<file path="config.mk">
export PLATFORM = sky130hd
export DESIGN_NAME = console_line_formatter_top
export DESIGN_NICKNAME = d
export VERILOG_FILES = /design/src/rtl/clf_pkg.sv /design/src/rtl/clf_regs.sv /design/src/rtl/clf_rem.sv /design/src/rtl/clf_step.sv /design/src/rtl/console_line_formatter_top.sv
export SDC_FILE = /design/constraint.sdc
export NUM_CORES = 2
export LEC_CHECK = 0
export ABC_CLOCK_PERIOD_IN_PS = 12510
export BUFFER_PORTS_ARGS = -buffer_cell sky130_fd_sc_hd__clkbuf_2
export CAP_MARGIN = 30
export CORE_ASPECT_RATIO = 1.75
export CORE_MARGIN = 3
export CORE_UTILIZATION = 35
export DETAILED_ROUTE_END_ITERATION = 16
export PLACE_DENSITY = 0.54
export SLEW_MARGIN = 20
export SYNTH_ARGS = -nofsm -noshare
export SYNTH_HDL_FRONTEND = slang
export SYNTH_SLANG_ARGS = --single-unit
</file>
<file path="constraint.sdc">
create_clock -name clk -period 12.51 [get_ports clk]
set_input_delay 0.6255 -clock clk [delete_from_list [all_inputs] [get_ports clk]]
set_output_delay 0.6255 -clock clk [all_outputs]
set_load 0.01 [all_outputs]
</file>
<file path="src/rtl/clf_pkg.sv">
// ----------------------------------------------------------------------------
// clf_pkg
// shared types, constants and helper functions of the console line formatter
// ----------------------------------------------------------------------------
package clf_pkg;

    // record bookkeeping
    localparam int LINE_OVERHEAD = 10;
    localparam int MAX_COLUMNS   = 255;

    // configuration port
    localparam int CFG_AW = 4;
    localparam int CFG_DW = 32;

    localparam logic [1:0] REG_COLUMN_LIMIT = 2'd0;
    localparam logic [1:0] REG_TAB_STEP     = 2'd1;
    localparam logic [1:0] REG_BUFFER_ROOM  = 2'd2;

    localparam logic [7:0]  RST_COLUMN_LIMIT = 8'd80;
    localparam logic [7:0]  RST_TAB_STEP     = 8'd8;
    localparam logic [15:0] RST_BUFFER_ROOM  = 16'd4000;

    // control characters
    localparam logic [7:0] CH_NUL = 8'h00;
    localparam logic [7:0] CH_BEL = 8'h07;
    localparam logic [7:0] CH_BS  = 8'h08;
    localparam logic [7:0] CH_TAB = 8'h09;
    localparam logic [7:0] CH_LF  = 8'h0A;
    localparam logic [7:0] CH_VT  = 8'h0B;
    localparam logic [7:0] CH_FF  = 8'h0C;

    typedef enum logic [2:0] {
        K_PUT     = 3'd0,
        K_FILL    = 3'd1,
        K_CLOSE   = 3'd2,
        K_ALARM   = 3'd3,
        K_FULL    = 3'd4,
        K_FLUSHED = 3'd5,
        K_EMPTY   = 3'd6
    } kind_t;

    typedef struct packed {
        logic [7:0]  column_limit;
        logic [7:0]  tab_step;
        logic [15:0] buffer_room;
    } cfg_t;

    typedef struct packed {
        logic        is_open;
        logic [7:0]  len;
        logic [15:0] used;
        logic [15:0] count;
        logic [15:0] sum;
    } line_state_t;

    typedef struct packed {
        kind_t       kind;
        logic [7:0]  column;
        logic [7:0]  amount;
        line_state_t snap;
    } entry_t;

    typedef struct packed {
        logic [15:0] lines;
        logic [15:0] chars;
        logic [15:0] room;
    } totals_t;

    function automatic logic [15:0] f_sat16(input logic [16:0] v);
        return v[16] ? 16'hFFFF : v[15:0];
    endfunction

    function automatic logic [7:0] f_limit(input cfg_t cfg);
        logic [7:0] lim;
        lim = (cfg.column_limit == 8'd0) ? 8'd1 : cfg.column_limit;
        if (lim > 8'(MAX_COLUMNS))
            lim = 8'(MAX_COLUMNS);
        return lim;
    endfunction

    function automatic logic [7:0] f_step(input cfg_t cfg);
        return (cfg.tab_step == 8'd0) ? 8'd1 : cfg.tab_step;
    endfunction

    function automatic logic [15:0] f_avail(input logic [15:0] room, input logic [15:0] used);
        return (room > used) ? room - used : 16'd0;
    endfunction

    // room for a new line of the given column need
    function automatic logic f_fits(input line_state_t s, input logic [15:0] room,
                                    input logic [7:0] need);
        return 17'(f_avail(room, s.used)) >= 17'(LINE_OVERHEAD) + 17'(need);
    endfunction

    function automatic line_state_t f_close(input line_state_t s);
        line_state_t r;
        r.is_open = 1'b0;
        r.len     = 8'd0;
        r.used    = f_sat16(17'(s.used) + 17'(LINE_OVERHEAD) + 17'(s.len));
        r.count   = f_sat16(17'(s.count) + 17'd1);
        r.sum     = f_sat16(17'(s.sum) + 17'(s.len));
        return r;
    endfunction

    function automatic entry_t f_entry(input kind_t k, input logic [7:0] col,
                                       input logic [7:0] amt, input line_state_t s);
        entry_t e;
        e.kind   = k;
        e.column = col;
        e.amount = amt;
        e.snap   = s;
        return e;
    endfunction

    function automatic totals_t f_totals(input line_state_t s, input logic [15:0] room);
        totals_t     t;
        logic [16:0] open_use;
        logic [15:0] av;
        open_use = s.is_open ? 17'(LINE_OVERHEAD) + 17'(s.len) : 17'd0;
        av       = f_avail(room, s.used);
        t.lines  = s.count;
        t.chars  = f_sat16(17'(s.sum) + (s.is_open ? 17'(s.len) : 17'd0));
        t.room   = (17'(av) > open_use) ? 16'(17'(av) - open_use) : 16'd0;
        return t;
    endfunction

endpackage

</file>
<file path="src/rtl/clf_regs.sv">
// ----------------------------------------------------------------------------
// clf_regs
// configuration registers behind a simple apb-style port
// ----------------------------------------------------------------------------
module clf_regs (
    input  logic                        clk,
    input  logic                        rst_n,
    input  logic                        psel,
    input  logic                        penable,
    input  logic                        pwrite,
    input  logic [clf_pkg::CFG_AW-1:0]  paddr,
    input  logic [clf_pkg::CFG_DW-1:0]  pwdata,
    output logic [clf_pkg::CFG_DW-1:0]  prdata,
    output logic                        pready,
    output clf_pkg::cfg_t               cfg
);
    import clf_pkg::*;

    logic [7:0]  column_limit_reg;
    logic [7:0]  tab_step_reg;
    logic [15:0] buffer_room_reg;
    logic [1:0]  reg_index;
    logic        wr_en;

    assign reg_index = paddr[CFG_AW-1:2];
    assign wr_en     = psel && penable && pwrite;
    assign pready    = 1'b1;

    always_ff @(posedge clk or negedge rst_n)
    begin
        if (!rst_n)
        begin
            column_limit_reg <= RST_COLUMN_LIMIT;
            tab_step_reg     <= RST_TAB_STEP;
            buffer_room_reg  <= RST_BUFFER_ROOM;
        end
        else if (wr_en)
        begin
            case (reg_index)
                REG_COLUMN_LIMIT: column_limit_reg <= pwdata[7:0];
                REG_TAB_STEP:     tab_step_reg     <= pwdata[7:0];
                REG_BUFFER_ROOM:  buffer_room_reg  <= pwdata[15:0];
                default:          ;
            endcase
        end
    end

    always_comb
    begin
        case (reg_index)
            REG_COLUMN_LIMIT: prdata = CFG_DW'(column_limit_reg);
            REG_TAB_STEP:     prdata = CFG_DW'(tab_step_reg);
            REG_BUFFER_ROOM:  prdata = CFG_DW'(buffer_room_reg);
            default:          prdata = '0;
        endcase
    end

    assign cfg.column_limit = column_limit_reg;
    assign cfg.tab_step     = tab_step_reg;
    assign cfg.buffer_room  = buffer_room_reg;

endmodule

</file>
<file path="src/rtl/clf_rem.sv">
// ----------------------------------------------------------------------------
// clf_rem
// shared remainder unit, restoring division one dividend bit per cycle
// ----------------------------------------------------------------------------
module clf_rem (
    input  logic       clk,
    input  logic       rst_n,
    input  logic       start,
    input  logic [7:0] dividend,
    input  logic [7:0] divisor,
    output logic       done,
    output logic [7:0] remainder
);
    logic       busy_reg, busy_next;
    logic       done_reg, done_next;
    logic [2:0] cnt_reg, cnt_next;
    logic [7:0] dvd_reg, dvd_next;
    logic [7:0] div_reg, div_next;
    logic [7:0] rem_reg, rem_next;
    logic [8:0] trial;

    assign trial = {rem_reg, dvd_reg[7]};

    always_comb
    begin
        busy_next = busy_reg;
        done_next = 1'b0;
        cnt_next  = cnt_reg;
        dvd_next  = dvd_reg;
        div_next  = div_reg;
        rem_next  = rem_reg;
        if (start)
        begin
            busy_next = 1'b1;
            cnt_next  = 3'd0;
            dvd_next  = dividend;
            div_next  = divisor;
            rem_next  = 8'd0;
        end
        else if (busy_reg)
        begin
            // divisor is never zero, so a kept trial always fits in 8 bits
            rem_next = (trial >= 9'(div_reg)) ? 8'(trial - 9'(div_reg)) : trial[7:0];
            dvd_next = {dvd_reg[6:0], 1'b0};
            cnt_next = cnt_reg + 3'd1;
            if (cnt_reg == 3'd7)
            begin
                busy_next = 1'b0;
                done_next = 1'b1;
            end
        end
    end

    always_ff @(posedge clk or negedge rst_n)
    begin
        if (!rst_n)
        begin
            busy_reg <= 1'b0;
            done_reg <= 1'b0;
            cnt_reg  <= 3'd0;
        end
        else
        begin
            busy_reg <= busy_next;
            done_reg <= done_next;
            cnt_reg  <= cnt_next;
        end
    end

    always_ff @(posedge clk)
    begin
        dvd_reg <= dvd_next;
        div_reg <= div_next;
        rem_reg <= rem_next;
    end

    assign done      = done_reg;
    assign remainder = rem_reg;

endmodule

</file>
<file path="src/rtl/clf_step.sv">
// ----------------------------------------------------------------------------
// clf_step
// per-item line bookkeeping, yields the new state and up to two records
// ----------------------------------------------------------------------------
module clf_step (
    input  clf_pkg::line_state_t st,
    input  logic                 skipping,
    input  logic                 op,
    input  logic [7:0]           char_code,
    input  logic                 eom,
    input  clf_pkg::cfg_t        cfg,
    input  logic [7:0]           rem,
    output clf_pkg::line_state_t st_next,
    output logic                 skip_next,
    output clf_pkg::entry_t      ent0,
    output clf_pkg::entry_t      ent1,
    output logic [1:0]           count
);
    import clf_pkg::*;

    always_comb
    begin
        line_state_t s;
        entry_t      e [2];
        logic [1:0]  n;
        logic        rej;
        logic [7:0]  lim;
        logic [7:0]  start;
        logic [7:0]  ind;
        logic [7:0]  clen;
        logic [8:0]  nxt;
        logic [15:0] room;

        s         = st;
        e[0]      = '0;
        e[1]      = '0;
        n         = 2'd0;
        rej       = 1'b0;
        lim       = f_limit(cfg);
        room      = cfg.buffer_room;
        start     = 8'd0;
        ind       = 8'd0;
        clen      = 8'd0;
        nxt       = 9'd0;
        skip_next = skipping;

        if (op)
        begin
            if (s.is_open)
            begin
                clen = s.len;
                s = f_close(s);
                e[n[0]] = f_entry(K_CLOSE, 8'd0, clen, s);
                n = n + 2'd1;
            end
            e[n[0]] = f_entry((s.count == 16'd0) ? K_EMPTY : K_FLUSHED, 8'd0, 8'd0, s);
            n = n + 2'd1;
            s = '0;
        end
        else if (skipping)
        begin
            if (eom)
                skip_next = 1'b0;
        end
        else
        begin
            case (char_code)
                CH_LF:
                begin
                    if (!s.is_open && !f_fits(s, room, 8'd0))
                        rej = 1'b1;
                    else
                    begin
                        s.is_open = 1'b1;
                        clen = s.len;
                        s = f_close(s);
                        e[n[0]] = f_entry(K_CLOSE, 8'd0, clen, s);
                        n = n + 2'd1;
                    end
                end
                CH_BEL:
                begin
                    e[n[0]] = f_entry(K_ALARM, 8'd0, 8'd0, s);
                    n = n + 2'd1;
                end
                CH_TAB:
                begin
                    if (!s.is_open && !f_fits(s, room, lim))
                        rej = 1'b1;
                    else
                    begin
                        s.is_open = 1'b1;
                        start = s.len;
                        // next stop strictly past the start column
                        nxt = 9'(start) - 9'(rem) + 9'(f_step(cfg));
                        if (start >= lim)
                            s.len = start;
                        else if (nxt > 9'(lim))
                            s.len = lim;
                        else
                            s.len = nxt[7:0];
                        e[n[0]] = f_entry(K_FILL, start, s.len - start, s);
                        n = n + 2'd1;
                    end
                end
                CH_VT, CH_FF:
                begin
                    if (s.is_open)
                    begin
                        ind  = (s.len < lim) ? s.len : lim - 8'd1;
                        clen = s.len;
                        s = f_close(s);
                        e[n[0]] = f_entry(K_CLOSE, 8'd0, clen, s);
                        n = n + 2'd1;
                        if (!f_fits(s, room, lim))
                            rej = 1'b1;
                        else
                        begin
                            s.is_open = 1'b1;
                            s.len     = ind;
                            e[n[0]] = f_entry(K_FILL, 8'd0, ind, s);
                            n = n + 2'd1;
                        end
                    end
                    else if (!f_fits(s, room, lim))
                        rej = 1'b1;
                    else
                    begin
                        // empty line opened and closed at once
                        s.is_open = 1'b1;
                        s.len     = 8'd0;
                        s = f_close(s);
                        e[n[0]] = f_entry(K_CLOSE, 8'd0, 8'd0, s);
                        n = n + 2'd1;
                    end
                end
                CH_BS:
                begin
                    if (s.is_open && s.len != 8'd0)
                        s.len = s.len - 8'd1;
                end
                CH_NUL:
                begin
                    if (s.is_open)
                    begin
                        clen = s.len;
                        s = f_close(s);
                        e[n[0]] = f_entry(K_CLOSE, 8'd0, clen, s);
                        n = n + 2'd1;
                    end
                    if (!eom)
                        skip_next = 1'b1;
                end
                default:
                begin
                    if ((char_code >= 8'h20 && char_code <= 8'h7E) || char_code >= 8'hA0)
                    begin
                        if (!s.is_open && !f_fits(s, room, lim))
                            rej = 1'b1;
                        else
                        begin
                            s.is_open = 1'b1;
                            e[n[0]] = f_entry(K_PUT, s.len, char_code, s);
                            n = n + 2'd1;
                            s.len = s.len + 8'd1;
                        end
                    end
                end
            endcase

            if (rej)
            begin
                e[n[0]] = f_entry(K_FULL, 8'd0, char_code, s);
                n = n + 2'd1;
            end
            else if (s.is_open && s.len >= lim)
            begin
                clen = s.len;
                s = f_close(s);
                e[n[0]] = f_entry(K_CLOSE, 8'd0, clen, s);
                n = n + 2'd1;
            end
        end

        st_next = s;
        ent0    = e[0];
        ent1    = e[1];
        count   = n;
    end

endmodule

</file>
<file path="src/rtl/console_line_formatter_top.sv">
// ----------------------------------------------------------------------------
// console_line_formatter_top
// turns console characters into line records inside a buffer of limited room
// ----------------------------------------------------------------------------
//  channel   direction  handshake                 payload
//  char      in         char_valid / char_ready   op, char_code, end_of_message
//  rec       out        rec_valid / rec_ready     kind, column, amount,
//                                                 lines_total, chars_total,
//                                                 room_left, last
//  cfg       in         apb psel/penable/pwrite   paddr, pwdata, prdata, pready
//
//  a tab first waits in S_DIV while the shared remainder unit works (one dividend
//  bit per cycle) until the sequencer sees it finish, then takes the step state
//  and the output register; every other word goes from accept straight to the
//  step state and then into the output register
//  records leave one per cycle while rec_ready allows, through an output register,
//  so the next word is accepted while the last record still waits for rec_ready
//  reset clears the line state, the counters, skip mode and the sequencer;
//  configuration registers return to their documented defaults
// ----------------------------------------------------------------------------
module console_line_formatter_top (
    input  logic                        clk,
    input  logic                        rst_n,
    // configuration
    input  logic                        psel,
    input  logic                        penable,
    input  logic                        pwrite,
    input  logic [clf_pkg::CFG_AW-1:0]  paddr,
    input  logic [clf_pkg::CFG_DW-1:0]  pwdata,
    output logic [clf_pkg::CFG_DW-1:0]  prdata,
    output logic                        pready,
    // character words
    input  logic                        char_valid,
    output logic                        char_ready,
    input  logic                        op,
    input  logic [7:0]                  char_code,
    input  logic                        end_of_message,
    // record words
    output logic                        rec_valid,
    input  logic                        rec_ready,
    output logic [2:0]                  kind,
    output logic [7:0]                  column,
    output logic [7:0]                  amount,
    output logic [15:0]                 lines_total,
    output logic [15:0]                 chars_total,
    output logic [15:0]                 room_left,
    output logic                        last
);
    import clf_pkg::*;

    typedef enum logic [3:0] {
        S_IDLE = 4'b0001,
        S_DIV  = 4'b0010,
        S_EXEC = 4'b0100,
        S_SEND = 4'b1000
    } seq_state_t;

    cfg_t        cfg;

    seq_state_t  state_reg, state_next;
    line_state_t st_reg, st_next;
    logic        skip_reg, skip_next;
    logic [1:0]  cnt_reg, cnt_next;
    logic        idx_reg, idx_next;
    logic        rec_valid_reg, rec_valid_next;

    // held word
    logic        op_reg;
    logic [7:0]  code_reg;
    logic        eom_reg;

    // queued records of the current word
    entry_t      ent_reg [2];

    // output register payload
    kind_t       kind_reg;
    logic [7:0]  column_reg;
    logic [7:0]  amount_reg;
    logic [15:0] lines_reg;
    logic [15:0] chars_reg;
    logic [15:0] room_reg;
    logic        last_reg;

    // step outputs
    line_state_t step_st;
    logic        step_skip;
    entry_t      step_ent0;
    entry_t      step_ent1;
    logic [1:0]  step_cnt;

    logic        rem_done;
    logic [7:0]  rem_value;

    logic        char_fire;
    logic        tab_go;
    logic        send_fire;
    entry_t      send_ent;
    totals_t     send_tot;
    logic        send_last;

    // ------------------------------------------------------------------------
    // submodules
    // ------------------------------------------------------------------------
    clf_regs u_regs (
        .clk     (clk),
        .rst_n   (rst_n),
        .psel    (psel),
        .penable (penable),
        .pwrite  (pwrite),
        .paddr   (paddr),
        .pwdata  (pwdata),
        .prdata  (prdata),
        .pready  (pready),
        .cfg     (cfg)
    );

    // remainder of the current column by the tab step, only for tabs
    clf_rem u_rem (
        .clk       (clk),
        .rst_n     (rst_n),
        .start     (char_fire && tab_go),
        .dividend  (st_reg.len),
        .divisor   (f_step(cfg)),
        .done      (rem_done),
        .remainder (rem_value)
    );

    clf_step u_step (
        .st        (st_reg),
        .skipping  (skip_reg),
        .op        (op_reg),
        .char_code (code_reg),
        .eom       (eom_reg),
        .cfg       (cfg),
        .rem       (rem_value),
        .st_next   (step_st),
        .skip_next (step_skip),
        .ent0      (step_ent0),
        .ent1      (step_ent1),
        .count     (step_cnt)
    );

    // ------------------------------------------------------------------------
    // handshakes
    // ------------------------------------------------------------------------
    assign char_ready = (state_reg == S_IDLE);
    assign char_fire  = char_valid && char_ready;
    // a tab only needs the remainder when it is actually processed
    assign tab_go     = !op && !skip_reg && (char_code == CH_TAB);

    // output register free or being emptied this cycle
    assign send_fire  = (state_reg == S_SEND) && (!rec_valid_reg || rec_ready);
    assign send_ent   = ent_reg[idx_reg];
    assign send_tot   = f_totals(send_ent.snap, cfg.buffer_room);
    assign send_last  = (2'(idx_reg) + 2'd1 == cnt_reg);

    // ------------------------------------------------------------------------
    // sequencer
    // ------------------------------------------------------------------------
    always_comb
    begin
        state_next     = state_reg;
        st_next        = st_reg;
        skip_next      = skip_reg;
        cnt_next       = cnt_reg;
        idx_next       = idx_reg;
        rec_valid_next = rec_valid_reg;

        if (rec_valid_reg && rec_ready)
            rec_valid_next = 1'b0;

        case (state_reg)
            S_IDLE:
            begin
                if (char_fire)
                    state_next = tab_go ? S_DIV : S_EXEC;
            end
            S_DIV:
            begin
                if (rem_done)
                    state_next = S_EXEC;
            end
            S_EXEC:
            begin
                // commit line state, queue the records
                st_next   = step_st;
                skip_next = step_skip;
                cnt_next  = step_cnt;
                idx_next  = 1'b0;
                state_next = (step_cnt == 2'd0) ? S_IDLE : S_SEND;
            end
            S_SEND:
            begin
                if (send_fire)
                begin
                    rec_valid_next = 1'b1;
                    if (send_last)
                        state_next = S_IDLE;
                    else
                        idx_next = 1'b1;
                end
            end
            default:
            begin
                state_next = S_IDLE;
            end
        endcase
    end

    always_ff @(posedge clk or negedge rst_n)
    begin
        if (!rst_n)
        begin
            state_reg     <= S_IDLE;
            st_reg        <= '0;
            skip_reg      <= 1'b0;
            cnt_reg       <= 2'd0;
            idx_reg       <= 1'b0;
            rec_valid_reg <= 1'b0;
        end
        else
        begin
            state_reg     <= state_next;
            st_reg        <= st_next;
            skip_reg      <= skip_next;
            cnt_reg       <= cnt_next;
            idx_reg       <= idx_next;
            rec_valid_reg <= rec_valid_next;
        end
    end

    // payload registers, no reset
    always_ff @(posedge clk)
    begin
        if (char_fire)
        begin
            op_reg   <= op;
            code_reg <= char_code;
            eom_reg  <= end_of_message;
        end
        if (state_reg == S_EXEC)
        begin
            ent_reg[0] <= step_ent0;
            ent_reg[1] <= step_ent1;
        end
        if (send_fire)
        begin
            kind_reg   <= send_ent.kind;
            column_reg <= send_ent.column;
            amount_reg <= send_ent.amount;
            lines_reg  <= send_tot.lines;
            chars_reg  <= send_tot.chars;
            room_reg   <= send_tot.room;
            last_reg   <= send_last;
        end
    end

    assign rec_valid   = rec_valid_reg;
    assign kind        = kind_reg;
    assign column      = column_reg;
    assign amount      = amount_reg;
    assign lines_total = lines_reg;
    assign chars_total = chars_reg;
    assign room_left   = room_reg;
    assign last        = last_reg;

    // ------------------------------------------------------------------------
    // assertions
    // ------------------------------------------------------------------------

    // the remainder unit only finishes while the sequencer waits for it
    a_rem_done_in_div: assert property (@(posedge clk) disable iff (!rst_n)
        rem_done |-> (state_reg == S_DIV))
        else $error("remainder finished outside the wait state");

    // sending always has at least one queued record
    a_send_has_records: assert property (@(posedge clk) disable iff (!rst_n)
        (state_reg == S_SEND) |-> (cnt_reg != 2'd0))
        else $error("send state with an empty record queue");

    // a closed line always has zero length
    a_closed_line_empty: assert property (@(posedge clk) disable iff (!rst_n)
        !st_reg.is_open |-> (st_reg.len == 8'd0))
        else $error("closed line holds a length");

    // a flush leaves skip mode untouched
    a_flush_keeps_skip: assert property (@(posedge clk) disable iff (!rst_n)
        ((state_reg == S_EXEC) && op_reg) |=> (skip_reg == $past(skip_reg)))
        else $error("flush changed skip mode");

endmodule
</file>
==> metrics.csv <==
metric,value,unit
largest net degree at the start of global routing,111,
Worst EP arrival,12.39,ns
Crit path max-delay family,compound AO/OA/AOI/OAI gates,
Total GRT Usage,0.287,
"most common cell after layout, fill and taps aside",nand2_1,
WL/cell,27.8,um
Chip Width,230,um
total CTS buffers,40,
CP peak stage delay,0.57,ns
number of warnings issued by yosys,0,
gpl congestion,0.993,
Post-Route Hold Slack,0.198,ns
top cell type's share of synthesized area,0.232,
final WL,136,mm
Final Util,0.398,
DRC,0,
Layout Skew,0.0317,ns
number of buffers added on ports,120,
Worst path most repeated cell,a21o_1,
DP HPWL,101,mm
CTS tree,built,
PwrDens,129,nW/um^2
TritonCTS Sinks,349,
Post-synth EDFFs,238,
Iteration-0 DRC Markers,3300,
Placed Cells,4812,
final setup fails,0,
"Clk Latency, worst-skew pair",0.61,ns
Rows,143,
Startpoint Class,flop,
count of different cell masters after synthesis,109,
core area,87000,um^2
"Avg Cell Area, Syn",8.51,um^2
via/cell ratio,6.25,
"Slowest-stage cell, CP",dfrtp_1,
CP Capture Type,flop,
main area contributors after synthesis,"edfxtp_1 (23%), dfrtp_1 (7.6%), ha_1 (7.6%), nand2_1 (4.4%), a21oi_1 (4.3%)",
layout cells sized above 1,0.142,
status,"complete, no violations",
Final Hold Fails,0,
vias,30600,
setup_tns,0,ns
Max H-tree Level,2,
cells after synthesis,3614,
crit path max fanout,9,
register area share after synthesis,0.322,
Tcrit/Tclk final,0.946,
Worst-Margin Slew,1.07,ns
Top Ports,156,
Worst EP required,13.07,ns
minimum clock period,11.84,ns
vias in the first global route,29900,
synth-to-layout area growth,12.5,%
max reg flops,144,
CP Class,reg -> reg,
Filler cells,8891,
predominant post-synthesis flop cell,edfxtp_1,
drt first pass iters,6,
synthesized flop and latch total,349,
Root Driver,clkbuf_16,
CTS Buffer Depth,3,
Yosys top cell by area,edfxtp_1,
Worst VDD drop,0.0000772,V
ys async rst share,0.295,
first-pass GRT wire length,197,mm
RSZ-0062 raised after global routing,false,
area of the die,91600,um^2
residual overflow from global routing,0,
ANT nets after route,0,
most frequent cells in the layout,"nand2_1 (354), nor2_1 (306), a21oi_1 (260), edfxtp_1 (238), o21ai_0 (236)",
HP Class,in -> reg,
Die Ht,398,um
leakage,13.8,nW
crit path buf inv count,5,
Clock transition at path regs,0.07,ns
"Slew Viols, Final",0,
maxcap violations,0,
antenna violations before repair,2,
synthesized cell area,30800,um^2
effective utilization at floorplan,0.354,
Post-layout nets,3960,
total power,4.45,mW
Slew Limit Headroom,0.287,
fmax,0.0845,GHz
final non-filler cell total,4896,
==> routing by layer <==
| layer | vias to the layer above | wire length (um) | part of all wire | track usage |
|---|---|---|---|---|
| met5 | - | 15 | 0.00011 | 0 |
| met2 | 1691 | 64100 | 0.47 | 0.487 |
| met3 | 640 | 9870 | 0.073 | 0.0460 |
| met1 | 14600 | 47100 | 0.35 | 0.307 |
| met4 | 2 | 14900 | 0.11 | 0.257 |
| li1 | 13700 | - | - | - |
==> worst reg2reg max path, delay by kind of cell (launching register included) <==
family	cells	cell delay (ns)
AO/OA/AOI/OAI	27	5.37
AND/OR/NAND/NOR	12	2.57
adder cells (fa/ha/maj)	7	2.13
buffers and inverters	5	0.79
flip-flops	1	0.57
XOR/XNOR	1	0.37
==> cell families after synthesis <==
family                   Yosys count  synth area share
multiplexers                     156            0.0546
buffers and inverters            414            0.0541
AND/OR/NAND/NOR                 1162             0.180
other                              2          0.000244
adder cells (fa/ha/maj)          205            0.0880
AO/OA/AOI/OAI                   1177             0.259
flip-flops                       349             0.322
XOR/XNOR                         149            0.0424
==> cell type report <==
type / instances / area, um^2 / share of cell area
tap: 1160 / 1450 / 0.0419
clock inverter: 17 / 165 / 0.00477
clock buffer: 57 / 1120 / 0.0325
timing repair buffer: 283 / 1970 / 0.0570
inverter: 162 / 608 / 0.0176
antenna: 2 / 5.00 / 0.000145
multi-input combinational: 2866 / 19400 / 0.560
sequential: 349 / 9900 / 0.286
==> per-stage QoR <==
stage / setup slack [ns] / instance area, um^2
after floorplan: 1.82 / 30800
after global placement: 0.757 / 33200
after detailed placement: 0.649 / 33200
after CTS: 0.562 / 34500
after global routing: 0.0175 / 34600
final: 0.671 / 34600
==> synth_stat cells, types with 26 or more instances <==
cell type	instances
o22ai_1	45
dfrtp_1	93
o211ai_1	52
o21a_1	41
nand4_1	46
a21oi_1	262
ha_1	186
xnor2_1	115
nand2b_1	40
nor2b_1	49
nor3_1	89
a211oi_1	41
edfxtp_1	238
clkbuf_1	179
mux2i_1	70
a22o_1	30
nand3_1	82
a31oi_1	35
inv_1	158
nor2_1	314
mux2_2	84
a221oi_1	28
o21ai_0	237
buf_2	32
and2_1	36
a21o_1	69
xor2_1	34
o221ai_1	42
nand2_1	358
and3_1	26
nor4_1	31
==> final timing paths <==
path	start	endpoint	slack (ns)	cells after the start
max in group asynchronous	rst_n	st_reg[56]	10.11	4
min in group asynchronous	rst_n	u_regs.buffer_room_reg[4]	0.58	2
min reg2reg	eom_reg	skip_reg	0.43	1
max	st_reg[34]	state_reg[0]	0.67	52
max reg2reg	st_reg[34]	state_reg[0]	0.67	52
min	end_of_message	eom_reg	0.20	1
==> power by group <==
group          internal [mW]  switching (mW)  total [mW]  leakage [nW]
combinational          0.628            1.23        1.86          9.47
clock                  0.640           0.543        1.18         0.629
sequential              1.32          0.0881        1.41          3.70
total                   2.59            1.86        4.45          13.8
==> repair_timing <==
item / CTS / global route
endpoints found under the hold margin: 22 / 0
setup buffers: 0 / 2
resized for setup: 0 / 3
endpoints found under the setup margin: 0 / 25
hold buffers: 1 / 0
No activity file was read; power rests on OpenSTA's default activity.
